File: config.mk
export PLATFORM = sky130hd
export DESIGN_NAME = windowed_pid_controller
export DESIGN_NICKNAME = d
export VERILOG_FILES = /design/src/wpid_pkg.sv /design/src/wpid_window.sv /design/src/wpid_hist.sv /design/src/wpid_arith.sv /design/src/windowed_pid_controller.sv
export SDC_FILE = /design/constraint.sdc
export NUM_CORES = 2
export LEC_CHECK = 0
export BUFFER_PORTS_ARGS = -buffer_cell sky130_fd_sc_hd__buf_2
export CAP_MARGIN = 10
export CORE_ASPECT_RATIO = 1.75
export CORE_MARGIN = 3
export CORE_UTILIZATION = 25
export DETAILED_ROUTE_END_ITERATION = 7
export PLACE_DENSITY = 0.37
export SKIP_LAST_GASP = 1
export SLEW_MARGIN = 30
export SYNTH_ARGS = -nofsm -noshare
export SYNTH_HDL_FRONTEND = slang
export SYNTH_SLANG_ARGS = --single-unit
File: constraint.sdc
create_clock -name clk -period 17.1 [get_ports clk]
set_input_delay 1.71 -clock clk [delete_from_list [all_inputs] [get_ports clk]]
set_output_delay 1.71 -clock clk [all_outputs]
set_load 0.01 [all_outputs]
File: src/wpid_pkg.sv
// Shared types, widths, register indexes and helpers for the windowed PID controller.
// Used by every module of the block; depends on nothing.
package wpid_pkg;

  // Field widths.
  localparam int SAMPLE_W  = 16;
  localparam int GAIN_W    = 16;
  localparam int ERR_W     = 17;
  localparam int LIM_W     = 17;
  localparam int OPT_W     = 4;
  localparam int DRIVE_W   = 32;
  localparam int CFG_IDX_W = 3;
  localparam int CFG_DATA_W = 17;

  // Gains are Q8.8.
  localparam int Q_SHIFT = 8;

  // Default sizes.
  localparam int DEF_WINDOW_DEPTH = 16;
  localparam int DEF_DERIV_SPAN   = 4;

  // Register indexes.
  localparam logic [CFG_IDX_W-1:0] REG_GAIN_PROP  = 3'd0;
  localparam logic [CFG_IDX_W-1:0] REG_GAIN_INTEG = 3'd1;
  localparam logic [CFG_IDX_W-1:0] REG_GAIN_DERIV = 3'd2;
  localparam logic [CFG_IDX_W-1:0] REG_SETPOINT   = 3'd3;
  localparam logic [CFG_IDX_W-1:0] REG_POS_LIMIT  = 3'd4;
  localparam logic [CFG_IDX_W-1:0] REG_NEG_LIMIT  = 3'd5;
  localparam logic [CFG_IDX_W-1:0] REG_DERIV_LIM  = 3'd6;
  localparam logic [CFG_IDX_W-1:0] REG_OPTIONS    = 3'd7;

  // Bit positions in the options register.
  localparam int OPT_POS_LIM    = 0;
  localparam int OPT_NEG_LIM    = 1;
  localparam int OPT_DERIV_LIM  = 2;
  localparam int OPT_AUTO_CLEAR = 3;

  // Sign of the most recent nonzero error.
  typedef enum logic [1:0] {
    SIGN_NONE,
    SIGN_POS,
    SIGN_NEG
  } sign_t;

  // Configuration registers as seen by the datapath.
  typedef struct packed {
    logic [GAIN_W-1:0] gain_prop;
    logic [GAIN_W-1:0] gain_integ;
    logic [GAIN_W-1:0] gain_deriv;
    logic [GAIN_W-1:0] setpoint;
    logic [LIM_W-1:0]  integ_pos_limit;
    logic [LIM_W-1:0]  integ_neg_limit;
    logic [LIM_W-1:0]  deriv_limit;
    logic [OPT_W-1:0]  options;
  } cfg_t;

  // Magnitude of a two's complement error; the error range keeps it within ERR_W bits.
  function automatic logic [ERR_W-1:0] abs_err(input logic [ERR_W-1:0] e);
    return e[ERR_W-1] ? (~e + 1'b1) : e;
  endfunction

endpackage

File: src/wpid_window.sv
// Integral window: error ring in a registered-read RAM, per-entry valid bits and running sum.
// Depends on wpid_pkg.
module wpid_window import wpid_pkg::*; #(
  parameter int WINDOW_DEPTH = DEF_WINDOW_DEPTH,
  parameter int SUM_W        = ERR_W + $clog2(DEF_WINDOW_DEPTH) + 1
) (
  input  logic             clk,
  input  logic             rst,
  input  cfg_t             cfg,
  input  logic             acc,
  input  logic [ERR_W-1:0] err,
  input  logic             adv,
  output logic [SUM_W-1:0] sum_next
);

  localparam int AW = (WINDOW_DEPTH > 1) ? $clog2(WINDOW_DEPTH) : 1;
  localparam logic [AW-1:0] LAST = AW'(WINDOW_DEPTH - 1);

  // Window storage and control state.
  logic [ERR_W-1:0]        mem [WINDOW_DEPTH];
  logic [WINDOW_DEPTH-1:0] ent_valid;
  logic [ERR_W-1:0]        rdata;
  logic [AW-1:0]           ptr;
  logic [SUM_W-1:0]        sum;
  sign_t                   last_sign;

  // Stage one copy of the item whose entry is being read.
  logic [ERR_W-1:0] s1_err;
  logic             s1_clr;
  logic             s1_wr;
  logic [AW-1:0]    s1_addr;
  logic             s1_hit;
  logic             s1_fwd;
  logic [ERR_W-1:0] s1_fwd_data;

  sign_t            new_sign;
  logic             clr;
  logic [AW-1:0]    addr;
  logic             fwd;
  logic [ERR_W-1:0] s1_mag;
  logic             cut;
  logic [ERR_W-1:0] stored;
  logic [ERR_W-1:0] old;
  logic [SUM_W-1:0] sum_base;

  // Sign tracking and clear decision on the incoming error.
  always_comb begin
    new_sign = last_sign;
    if (err != '0) begin
      new_sign = err[ERR_W-1] ? SIGN_NEG : SIGN_POS;
    end
    clr  = (new_sign != last_sign) && cfg.options[OPT_AUTO_CLEAR];
    addr = clr ? '0 : ptr;
    // The stage one item writes the same entry at this edge.
    fwd  = adv && s1_wr && (s1_addr == addr) && !clr;
  end

  // Value that the stage one item stores, after the integral limits.
  always_comb begin
    s1_mag = abs_err(s1_err);
    cut = (!s1_err[ERR_W-1] && cfg.options[OPT_POS_LIM] && (s1_mag >= cfg.integ_pos_limit)) ||
          (s1_err[ERR_W-1] && cfg.options[OPT_NEG_LIM] && (s1_mag >= cfg.integ_neg_limit));
    stored = cut ? '0 : s1_err;
    old = s1_fwd ? s1_fwd_data : (s1_hit ? rdata : '0);
    sum_base = s1_clr ? '0 : sum;
    if (s1_wr) begin
      sum_next = sum_base + {{(SUM_W-ERR_W){stored[ERR_W-1]}}, stored}
                          - {{(SUM_W-ERR_W){old[ERR_W-1]}}, old};
    end else begin
      sum_next = sum_base;
    end
  end

  // Window RAM: read on transfer, write back when stage one moves on.
  always_ff @(posedge clk) begin
    if (acc) begin
      rdata <= mem[addr];
    end
    if (adv && s1_wr) begin
      mem[s1_addr] <= stored;
    end
  end

  // Stage one capture.
  always_ff @(posedge clk) begin
    if (acc) begin
      s1_err      <= err;
      s1_clr      <= clr;
      s1_wr       <= (err != '0);
      s1_addr     <= addr;
      s1_hit      <= ent_valid[addr] && !clr;
      s1_fwd      <= fwd;
      s1_fwd_data <= stored;
    end
  end

  // Control state; a clear drops all valid bits at once.
  always_ff @(posedge clk) begin
    if (rst) begin
      ptr       <= '0;
      sum       <= '0;
      last_sign <= SIGN_NONE;
      ent_valid <= '0;
    end else begin
      if (acc) begin
        last_sign <= new_sign;
        ptr       <= (addr == LAST) ? '0 : addr + 1'b1;
      end
      if (acc && clr) begin
        ent_valid <= '0;
      end else if (adv && s1_wr) begin
        ent_valid[s1_addr] <= 1'b1;
      end
      if (adv) begin
        sum <= sum_next;
      end
    end
  end

endmodule

File: src/wpid_hist.sv
// Derivative history: ring of past errors in a registered-read RAM with its pointer and count.
// Depends on wpid_pkg.
module wpid_hist import wpid_pkg::*; #(
  parameter int DERIV_SPAN = DEF_DERIV_SPAN
) (
  input  logic             clk,
  input  logic             rst,
  input  logic             acc,
  input  logic [ERR_W-1:0] err,
  output logic [ERR_W-1:0] past,
  output logic             den
);

  localparam int PAW = (DERIV_SPAN > 1) ? $clog2(DERIV_SPAN) : 1;
  localparam int CW  = $clog2(DERIV_SPAN + 1);
  localparam logic [PAW-1:0] LAST = PAW'(DERIV_SPAN - 1);
  localparam logic [CW-1:0]  FULL = CW'(DERIV_SPAN);

  logic [ERR_W-1:0] mem [DERIV_SPAN];
  logic [ERR_W-1:0] rdata;
  logic [PAW-1:0]   pptr;
  logic [CW-1:0]    cnt;
  logic             have_prior;
  logic [ERR_W-1:0] prior_error;

  logic             s1_fwd;
  logic [ERR_W-1:0] s1_fwd_data;
  logic             s1_den;

  logic [PAW-1:0] pptr_new;
  logic [CW-1:0]  cnt_new;
  logic [PAW-1:0] ridx;
  logic           fwd;

  // Push of the previous error, then the read index from the updated state.
  always_comb begin
    pptr_new = pptr;
    cnt_new  = cnt;
    if (have_prior) begin
      pptr_new = (pptr == LAST) ? '0 : pptr + 1'b1;
      cnt_new  = (cnt == FULL) ? cnt : cnt + 1'b1;
    end
    ridx = (cnt_new == FULL) ? pptr_new : '0;
    // Reading the entry pushed at this same edge.
    fwd  = have_prior && (ridx == pptr);
  end

  // History RAM: write and read at the transfer edge.
  always_ff @(posedge clk) begin
    if (acc) begin
      if (have_prior) begin
        mem[pptr] <= prior_error;
      end
      rdata       <= mem[ridx];
      s1_fwd      <= fwd;
      s1_fwd_data <= prior_error;
      s1_den      <= (cnt_new != '0);
    end
  end

  // Control state.
  always_ff @(posedge clk) begin
    if (rst) begin
      pptr        <= '0;
      cnt         <= '0;
      have_prior  <= 1'b0;
      prior_error <= '0;
    end else if (acc) begin
      pptr        <= pptr_new;
      cnt         <= cnt_new;
      have_prior  <= 1'b1;
      prior_error <= err;
    end
  end

  assign past = s1_fwd ? s1_fwd_data : rdata;
  assign den  = s1_den;

endmodule

File: src/wpid_arith.sv
// Output arithmetic: three gain products, Q8.8 scaling toward zero, sum and saturation.
// Depends on wpid_pkg.
module wpid_arith import wpid_pkg::*; #(
  parameter int SUM_W = ERR_W + $clog2(DEF_WINDOW_DEPTH) + 1
) (
  input  logic               clk,
  input  logic               rst,
  input  cfg_t               cfg,
  input  logic               in_valid,
  output logic               in_ready,
  input  logic [ERR_W-1:0]   in_err,
  input  logic [SUM_W-1:0]   in_sum,
  input  logic [ERR_W:0]     in_deriv,
  input  logic               in_den,
  output logic               out_valid,
  input  logic               out_ready,
  output logic [DRIVE_W-1:0] out_drive
);

  localparam int PW  = GAIN_W + ERR_W;
  localparam int IW  = GAIN_W + SUM_W;
  localparam int DW  = GAIN_W + ERR_W + 1;
  localparam int TW0 = ((IW > DW) ? IW : DW) - Q_SHIFT + 2;
  localparam int TW  = (TW0 > DRIVE_W + 1) ? TW0 : DRIVE_W + 1;
  localparam int Q_ROUND = (1 << Q_SHIFT) - 1;
  localparam logic signed [TW-1:0] DMAX = TW'({1'b0, {(DRIVE_W-1){1'b1}}});
  localparam logic signed [TW-1:0] DMIN = ~DMAX;

  logic a_valid, b_valid, c_valid;
  logic ready_a, ready_b, ready_c;

  logic signed [PW-1:0] a_p;
  logic signed [IW-1:0] a_i;
  logic signed [DW-1:0] a_d;

  logic [PW-Q_SHIFT-1:0] b_p;
  logic [IW-Q_SHIFT-1:0] b_i;
  logic [DW-Q_SHIFT-1:0] b_d;

  logic [DRIVE_W-1:0] drive;

  logic [ERR_W:0]       d_op;
  logic signed [PW-1:0] p_bias;
  logic signed [IW-1:0] i_bias;
  logic signed [DW-1:0] d_bias;
  logic signed [TW-1:0] total;
  logic [DRIVE_W-1:0]   drive_next;

  // Each stage moves when the one after it is empty or moving.
  assign ready_c  = !c_valid || out_ready;
  assign ready_b  = !b_valid || ready_c;
  assign ready_a  = !a_valid || ready_b;
  assign in_ready = ready_a;

  assign d_op = in_den ? in_deriv : '0;

  // Bias negative products so the shift truncates toward zero.
  always_comb begin
    p_bias = a_p + (a_p[PW-1] ? PW'(Q_ROUND) : PW'(0));
    i_bias = a_i + (a_i[IW-1] ? IW'(Q_ROUND) : IW'(0));
    d_bias = a_d + (a_d[DW-1] ? DW'(Q_ROUND) : DW'(0));
  end

  // Sum of the three terms and saturation to the drive width.
  always_comb begin
    total = TW'($signed(b_p)) + TW'($signed(b_i)) + TW'($signed(b_d));
    if (total > DMAX) begin
      drive_next = DMAX[DRIVE_W-1:0];
    end else if (total < DMIN) begin
      drive_next = DMIN[DRIVE_W-1:0];
    end else begin
      drive_next = total[DRIVE_W-1:0];
    end
  end

  // Stage valids.
  always_ff @(posedge clk) begin
    if (rst) begin
      a_valid <= 1'b0;
      b_valid <= 1'b0;
      c_valid <= 1'b0;
    end else begin
      if (ready_a) begin
        a_valid <= in_valid;
      end
      if (ready_b) begin
        b_valid <= a_valid;
      end
      if (ready_c) begin
        c_valid <= b_valid;
      end
    end
  end

  // Stage payloads: products, scaled terms, saturated drive.
  always_ff @(posedge clk) begin
    if (in_valid && ready_a) begin
      a_p <= $signed(cfg.gain_prop) * $signed(in_err);
      a_i <= $signed(cfg.gain_integ) * $signed(in_sum);
      a_d <= $signed(cfg.gain_deriv) * $signed(d_op);
    end
    if (a_valid && ready_b) begin
      b_p <= p_bias[PW-1:Q_SHIFT];
      b_i <= i_bias[IW-1:Q_SHIFT];
      b_d <= d_bias[DW-1:Q_SHIFT];
    end
    if (b_valid && ready_c) begin
      drive <= drive_next;
    end
  end

  assign out_valid = c_valid;
  assign out_drive = drive;

endmodule

File: src/windowed_pid_controller.sv
// Windowed PID controller: one drive value for each measured sample.
// Depends on wpid_pkg, wpid_window, wpid_hist and wpid_arith.
//
// The block takes one sample per clock while the output side is not stalled and returns
// one drive per sample, in order, through stage one and the product, scaling and drive
// registers of the arithmetic. The rate is set by the integral window RAM: each item
// reads its entry at the transfer edge and writes it back when it leaves stage one, with
// a bypass when the next item hits the same entry. A sign change with auto clear empties
// the window at once through per-entry valid bits, so there is no clearing pass after
// reset or on a clear. Configuration writes are taken in the cycle they are offered and
// must be made while the block holds no items.
module windowed_pid_controller import wpid_pkg::*; #(
  parameter int WINDOW_DEPTH = DEF_WINDOW_DEPTH,
  parameter int DERIV_SPAN   = DEF_DERIV_SPAN
) (
  input  logic                  clk,
  input  logic                  rst,
  // Input stream. tdata: sample [15:0].
  input  logic                  s_axis_tvalid,
  output logic                  s_axis_tready,
  input  logic [SAMPLE_W-1:0]   s_axis_tdata,
  // Output stream. tdata: drive [31:0].
  output logic                  m_axis_tvalid,
  input  logic                  m_axis_tready,
  output logic [DRIVE_W-1:0]    m_axis_tdata,
  // Configuration writes.
  input  logic                  cfg_valid,
  output logic                  cfg_ready,
  input  logic [CFG_IDX_W-1:0]  cfg_index,
  input  logic [CFG_DATA_W-1:0] cfg_data
);

  localparam int SUM_W = ERR_W + $clog2(WINDOW_DEPTH) + 1;

  cfg_t cfg;

  logic             acc;
  logic [ERR_W-1:0] err;
  logic             s1_valid;
  logic             s1_ready;
  logic             s1_adv;
  logic [ERR_W-1:0] s1_err;
  logic [SUM_W-1:0] win_sum;
  logic [ERR_W-1:0] past_err;
  logic             past_den;
  logic [ERR_W:0]   deriv;
  logic             d_on;

  // Configuration registers.
  assign cfg_ready = 1'b1;

  always_ff @(posedge clk) begin
    if (rst) begin
      cfg <= '0;
    end else if (cfg_valid && cfg_ready) begin
      unique case (cfg_index)
        REG_GAIN_PROP:  cfg.gain_prop       <= cfg_data[GAIN_W-1:0];
        REG_GAIN_INTEG: cfg.gain_integ      <= cfg_data[GAIN_W-1:0];
        REG_GAIN_DERIV: cfg.gain_deriv      <= cfg_data[GAIN_W-1:0];
        REG_SETPOINT:   cfg.setpoint        <= cfg_data[GAIN_W-1:0];
        REG_POS_LIMIT:  cfg.integ_pos_limit <= cfg_data[LIM_W-1:0];
        REG_NEG_LIMIT:  cfg.integ_neg_limit <= cfg_data[LIM_W-1:0];
        REG_DERIV_LIM:  cfg.deriv_limit     <= cfg_data[LIM_W-1:0];
        REG_OPTIONS:    cfg.options         <= cfg_data[OPT_W-1:0];
        default: ;
      endcase
    end
  end

  // Input transfer and error.
  assign s_axis_tready = !s1_valid || s1_ready;
  assign acc    = s_axis_tvalid && s_axis_tready;
  assign s1_adv = s1_valid && s1_ready;
  assign err    = {cfg.setpoint[GAIN_W-1], cfg.setpoint}
                - {s_axis_tdata[SAMPLE_W-1], s_axis_tdata};

  // Stage one holds the item while its RAM reads come back.
  always_ff @(posedge clk) begin
    if (rst) begin
      s1_valid <= 1'b0;
    end else if (s_axis_tready) begin
      s1_valid <= s_axis_tvalid;
    end
  end

  always_ff @(posedge clk) begin
    if (acc) begin
      s1_err <= err;
    end
  end

  wpid_window #(
    .WINDOW_DEPTH (WINDOW_DEPTH),
    .SUM_W        (SUM_W)
  ) u_window (
    .clk      (clk),
    .rst      (rst),
    .cfg      (cfg),
    .acc      (acc),
    .err      (err),
    .adv      (s1_adv),
    .sum_next (win_sum)
  );

  wpid_hist #(
    .DERIV_SPAN (DERIV_SPAN)
  ) u_hist (
    .clk  (clk),
    .rst  (rst),
    .acc  (acc),
    .err  (err),
    .past (past_err),
    .den  (past_den)
  );

  // Derivative and its limit on the error magnitude.
  assign deriv = {s1_err[ERR_W-1], s1_err} - {past_err[ERR_W-1], past_err};
  assign d_on  = past_den &&
                 !(cfg.options[OPT_DERIV_LIM] && (abs_err(s1_err) > cfg.deriv_limit));

  wpid_arith #(
    .SUM_W (SUM_W)
  ) u_arith (
    .clk       (clk),
    .rst       (rst),
    .cfg       (cfg),
    .in_valid  (s1_valid),
    .in_ready  (s1_ready),
    .in_err    (s1_err),
    .in_sum    (win_sum),
    .in_deriv  (deriv),
    .in_den    (d_on),
    .out_valid (m_axis_tvalid),
    .out_ready (m_axis_tready),
    .out_drive (m_axis_tdata)
  );

endmodule

### After elaboration in Yosys (flattened, before gate mapping)

Memory sizes are Yosys's and may differ from the RTL's. A register that Yosys moved wholly into a read port is not among the register bits.
Cells that the tools add are included.

* muxes and demuxes: 30
* multipliers: 3
* reductions and logical operators: 42
* $add $sub $neg: 13
* order comparisons: 8
* bitwise logic cells: 2
* eq/ne operators: 14

Operators by type and width (number)
* $mux 17: 5
* $mux 22: 2
* $add 38x38->38: 1
* $mul 16x22->38: 1
* $add 34x34->34: 1
* $ge 17x17->1: 2
* $mul 16x18->34: 1
* $add 33x33->33: 1
* $gt 33x32->1 const B: 1
* $lt 33x32->1 const B: 1
* $mul 16x17->33: 1
* $add 31x26->32: 1
* $mux 32: 1
* $add 25x30->31: 1
* $mux 8: 3
* $add 22x22->22: 1
* $sub 22x22->22: 1
* $eq 3x3->1 const B: 6
* $logic_and 1x1->1: 18
* $mux 18: 1
* $sub 17x17->18: 1
* $add 17x1->17 const B: 1
* $gt 17x17->1: 1
* $not 17->17: 1
* 27 further kinds: 58

* register bits after elaboration: 469
* RAM bits: 340
* logic and storage cells: 151
* output and inout bits: 35
* memories kept: 2
* input bits: 41

Memory list
* u_window.mem: words 16, width 17, rd ports 1, clocked after memory_dff 1, wr ports 1, line wpid_window.sv:20 `logic [ERR_W-1:0] mem [WINDOW_DEPTH];`
* u_hist.mem: words 4, width 17, rd ports 1, clocked after memory_dff 1, wr ports 1, line wpid_hist.sv:19 `logic [ERR_W-1:0] mem [DERIV_SPAN];`

### Logic depth before layout (Yosys ltp)

* depth in word-level cells: 11
* mapped depth: 57
* mapped depth without buffers: 55

### Cells and area by module

Synthesis repeated with hierarchy kept, for this count alone.

* cell total of the unflattened synthesis: 7119
* area, all modules: 74705.4 um2

Modules (own cells, without submodules)
* wpid_arith: times used 1, cells each 4544, area each 44431.4 um2
* wpid_window: times used 1, cells each 1299, area each 17850.9 um2
* windowed_pid_controller: times used 1, cells each 934, area each 7257.0 um2
* wpid_hist: times used 1, cells each 342, area each 5166.2 um2

### Least setup slack after synthesis

OpenSTA, ideal clock, no wires.

* kind: reg2reg
* start: register u_window.s1_err[2]
* end: register u_arith.a_i[37], data pin
* arrival: 12945 ps
* data required time: 16840 ps
* path slack: 3896 ps
* stages on the path, launching flop included: 56
* path through: edfxtp_1 nor4_1 inv_1 nor3_1 nand2_1 o31ai_1 xnor2_1 ha_1 a21o_1 a21o_1 a21oi_1 nand3_1 o211ai_1 a41oi_1 inv_1 nor2_1 o31ai_1 clkbuf_1 [... 20 more ...] inv_1 fa_1 fa_1 inv_1 fa_1 inv_1 ha_1 a21o_1 a21o_1 a21oi_1 o21ai_0 a221o_1 a221oi_1 o21ai_1 nor3_1 o21bai_1 a21oi_1 xnor2_1

* longest elaborated chain between the ends: 11

Ends and longest elaborated chain
* start, declared: line wpid_window.sv:28 `logic [ERR_W-1:0] s1_err;`
* start signal, assigned: line wpid_window.sv:87 `s1_err <= err;`
* $not 17->17: line wpid_pkg.sv:59 `return e[ERR_W-1] ? (~e + 1'b1) : e;`
* $add 17x1->17: line wpid_pkg.sv:59
* $mux 17 (*): line wpid_pkg.sv:59
* $ge 17x17->1 (on tied branches): line wpid_window.sv:61, wpid_window.sv:62
* $logic_and 1x1->1 (on tied branches): line wpid_window.sv:61, wpid_window.sv:62
* $logic_or 1x1->1 (*): line wpid_window.sv:61 `cut = (!s1_err[ERR_W-1] && cfg.options[OPT_POS_LIM] && (s1_mag >= cfg.integ_pos_limit)) ||`
* $mux 17 (*): line wpid_window.sv:63 `stored = cut ? '0 : s1_err;`
* via u_window.stored[16]: line wpid_window.sv:42 `logic [ERR_W-1:0] stored;`
* $add 22x22->22 (*): line wpid_window.sv:67 `sum_next = sum_base + {{(SUM_W-ERR_W){stored[ERR_W-1]}}, stored}`
* $sub 22x22->22 (*): line wpid_window.sv:68 `- {{(SUM_W-ERR_W){old[ERR_W-1]}}, old};`
* $mux 22 (*): line wpid_window.sv:66 `if (s1_wr) begin`
* $mul 16x22->38 (*): line wpid_arith.sv:99 `a_i <= $signed(cfg.gain_integ) * $signed(in_sum);`
* end signal, assigned: line wpid_arith.sv:99
* end, declared: line wpid_arith.sv:33 `logic signed [IW-1:0] a_i;`

The timed path passes the listed nets; every way through them passes the cells marked *.
A chain may end at the register's enable or synchronous reset.

### Final worst setup path

Ends and elaborated chain as after synthesis.

==> metrics.md <==
| Metric | Value |
|---|---|
| Adder-cell share of the synthesized area | `33.9%` |
| Die extent in y | `roughly 700 um` |
| Worst VDD drop | `0.000141 V` |
| Status | `finished clean` |
| Sw frac | `36.4%` |
| CP max FO | `26` |
| Worst Clk Skew | `0.0851 ns` |
| Startpoint type of the worst setup path | `flip-flop` |
| CTS tree | `yes` |
| Total CTS buffers | `92` |
| Drt initial violations | `about 2.4k` |
| Final ANT Viol Nets | `0` |
| Synth area leader | `edfxtp_1` |
| Pwr Density | `81.3 nW/um^2` |
| Mux contribution to synthesized area | `2.17%` |
| Final std cells w/o fill | `10.8k` |
| CTS clock-pin slew for the worst setup and hold paths | `approximately 0.06 ns` |
| Clock latency at the later pin of the worst-skew pair | `~0.73 ns` |
| Peak Freq | `66.7 MHz` |
| CTS sink cnt | `843` |
| Share of cells above drive strength 1 | `7.41%` |
| DRC viols | `0` |
| Worst path slowest cell | `nor2_1` |
| Synthesized flop and latch total | `roughly 840` |
| CP startpoint | `u_window.s1_err[2]` |
| Relative slew slack | `between 30% and 40%` |
| # rows | `roughly 260` |
| Data required time of the critical path | `roughly 18 ns` |
| Combinational share of power | `about a third` |
| Clock network power share | `between 30% and 40%` |
| Internal Dissipation | `around 0.0042 W` |
| Seq pwr share | `between 30 and 40%` |
| # hold bufs at CTS | `0` |
| Fin crit share | `87.6%` |
| Initial core utilization | `25.2%` |
| Min-delay worst type | `reg2reg` |
| Vias/cell | `~4.4` |
| RSZ-0062 raised after global routing | `no` |
| Total leakage power | `32.8 nW` |
| H-tree levels | `3` |
| # port buffers | `74` |
| Synth Warn # | `0` |
| Final Hold Viols | `0` |
| # Post-CTS Setup Buffers | `0` |
| Max-slew violations | `0` |
| Max-cap violations | `0` |
| Min-delay src | `cfg[89]` |
| Via count | `just under 50k` |
| Async set-reset flop share out of synthesis | `0%` |
| Reg-to-reg startpoint | `u_window.s1_err[2]` |
| Most common cell after layout, fill and taps aside | `inv_1` |
| Critical path class | `reg2reg` |
| Gr usage total | `15.5%` |
| Routed WL per cell | `21.2 um` |
| Layout fillers | `30.5k` |
| Post-synthesis compound-gate area fraction | `7.91%` |
| Number of flops mapped to enable cells by yosys | `roughly 650` |
| Area growth from synthesis to layout | `11.5%` |
| GPL Wtd Cong | `roughly 0.83` |
| HPWL after DPL | `between 150000 and 200000 um` |
| Share of the yosys chip area belonging to registers | `32.2%` |
| Dominant synthesized flop cell | `edfxtp_1` |
| Initial antenna violation count | `12` |
| Mapped Cells | `6965` |
| Maximum clock path buffer count | `3` |
| Core box area | `between 200000 and 300000 um^2` |
| Final min period | `14.99 ns` |
| Top cell type's share of synthesized area | `26.9%` |
| Gr ovfl total | `0` |
| Setup crit end kind | `flip-flop` |
| # setup viols final | `0` |
| Vias in the first global route | `53.2k` |
| CP arrival | `15.46 ns` |
| Die X-Extent | `414 um` |
| Total Power | `0.00660 W` |
| Clk root buf | `clkbuf_16` |
| Slew @ Worst Pin | `1.03 ns` |
| Avg Cell Area, Syn | `about 10 um^2` |
| Commonest non-fill, non-tap cells in the layout | `inv_1 (1105), nand2_1 (997), fa_1 (966)` |
| Synth Cell Area | `72800 um^2` |
| Largest family of logic cells by synthesized area | `adder cells` |
| DR pass1 iterations | `5` |
| Library cells used by synthesis | `95` |
| Setup TNS | `0 ns` |
| Net Switching | `0.00240 W` |
| Post-CTS resize count | `0` |
| Final Util | `between 20% and 30%` |
| Syn Nets | `about 8.4k` |
| Largest net degree at the start of global routing | `70` |
| Worst path max stage delay | `between 0.7 and 0.8 ns` |
| Synth area leaders | `edfxtp_1 (27%), fa_1 (27%), ha_1 (7.4%)` |
| DIE AREA | `298000 um^2` |
| Placed cells | `10.7k` |
| Xor/xnor cell area share of the yosys netlist | `under 10%` |
| First-pass GRT wire length | `347000 um` |
| Final wirelength | `230000 um` |
| Final Net Count | `roughly 8.4k` |
| Post-synthesis simple-gate area fraction | `a little over an eighth` |
| Top Ports | `76` |
## final cells by class
class	count	area [um^2]	area share (%)
Antenna cell	5	12.5	0.0154
Clock buffer	112	2400	2.96
Clock inverter	57	739	0.911
Inverter	1109	4170	5.14
Multi-Input combinational cell	4701	44300	54.6
Sequential cell	843	23400	28.9
Tap cell	3813	4770	5.88
Timing Repair Buffer	200	1360	1.68
## worst paths after layout
kind	to	cells after the start	slack [ns]
setup / recovery	u_arith.a_i[37]	54	2.11
hold / removal	cfg[89]	2	0.46
setup reg to reg	u_arith.a_i[37]	54	2.11
hold reg to reg	cfg[89]	2	0.46
## metrics by stage
| stage | instance area [um^2] | setup slack (ns) | hold slack, ns |
|---|---|---|---|
| floorplan | 72800 | 3.90 | 0.435 |
| detailed placement | 78000 | 1.99 | 0.447 |
| global route | 81200 | 0.957 | 0.475 |
| CTS | 81100 | 1.99 | 0.456 |
| finish | 81200 | 2.11 | 0.456 |
| global placement | 77900 | 1.70 | 0.444 |
## power by group through the flow
stage                     registers, W  logic [W]  clock network (W)
after floorplan                0.00243    0.00131                  0
after global placement         0.00247    0.00210                  0
after detailed placement       0.00248    0.00212                  0
after CTS                      0.00243    0.00212            0.00220
after global routing           0.00244    0.00232            0.00226
final                          0.00243    0.00207            0.00210
## metal layers
layer  wire (um)  up-vias  track usage [%]
met1       92500    24800             18.1
met5          38        -                0
met3        5410      219             1.35
li1            -    22500                -
met2      125000      665             29.8
met4        6570        6             4.28
## cells in the mapped netlist (all sizes together), types with 18 or more instances
library cell,instances
nor2,241
o21a,48
o31ai,28
fa,966
a22o,18
nand2b,60
a221oi,22
and2,296
edfxtp,653
o22ai,22
nand4,47
a21boi,20
dfxtp,190
nand3,82
o211ai,31
and3,123
o21ai,106
inv,1107
xor2,59
o21bai,30
nand2,1000
nor2b,53
buf,35
xnor2,221
a31oi,57
mux2,56
a21oi,318
clkbuf,277
ha,429
a21o,89
nor3,60
mux2i,55
## registers in the layout (all words and copies together), names as in the netlist, 16 cells and up
signal                flops
u_window.s1_err          17
u_arith.a_d              34
u_window.rdata           17
u_window.ent_valid       16
u_arith.b_d              26
u_window.mem            272
u_arith.b_i              30
u_arith.a_i              38
u_hist.s1_fwd_data       17
u_hist.mem               68
u_arith.out_drive        32
u_hist.prior_error       17
u_hist.rdata             17
u_window.s1_fwd_data     17
cfg                     119
u_arith.a_p              33
u_window.sum             22
u_arith.b_p              25
## critical path: cells and delay by family, from the launching register on
| kind | cells | cell delay, ns |
|---|---|---|
| simple gates | 11 | 2.94 |
| flops | 1 | 0.39 |
| compound gates | 22 | 4.96 |
| fa+ha+maj | 10 | 4.55 |
| mux | 1 | 0.26 |
| xor+xnor | 2 | 0.32 |
| buf+inv | 8 | 1.27 |
## logic make-up after synthesis
kind of cell / count (synthesis)
compound gates: 870
xor+xnor: 281
fa+ha+maj: 1395
buf+inv: 1421
flops: 843
mux: 128
other cells: 1
simple gates: 2026
No activity file was read; power rests on OpenSTA's default activity.
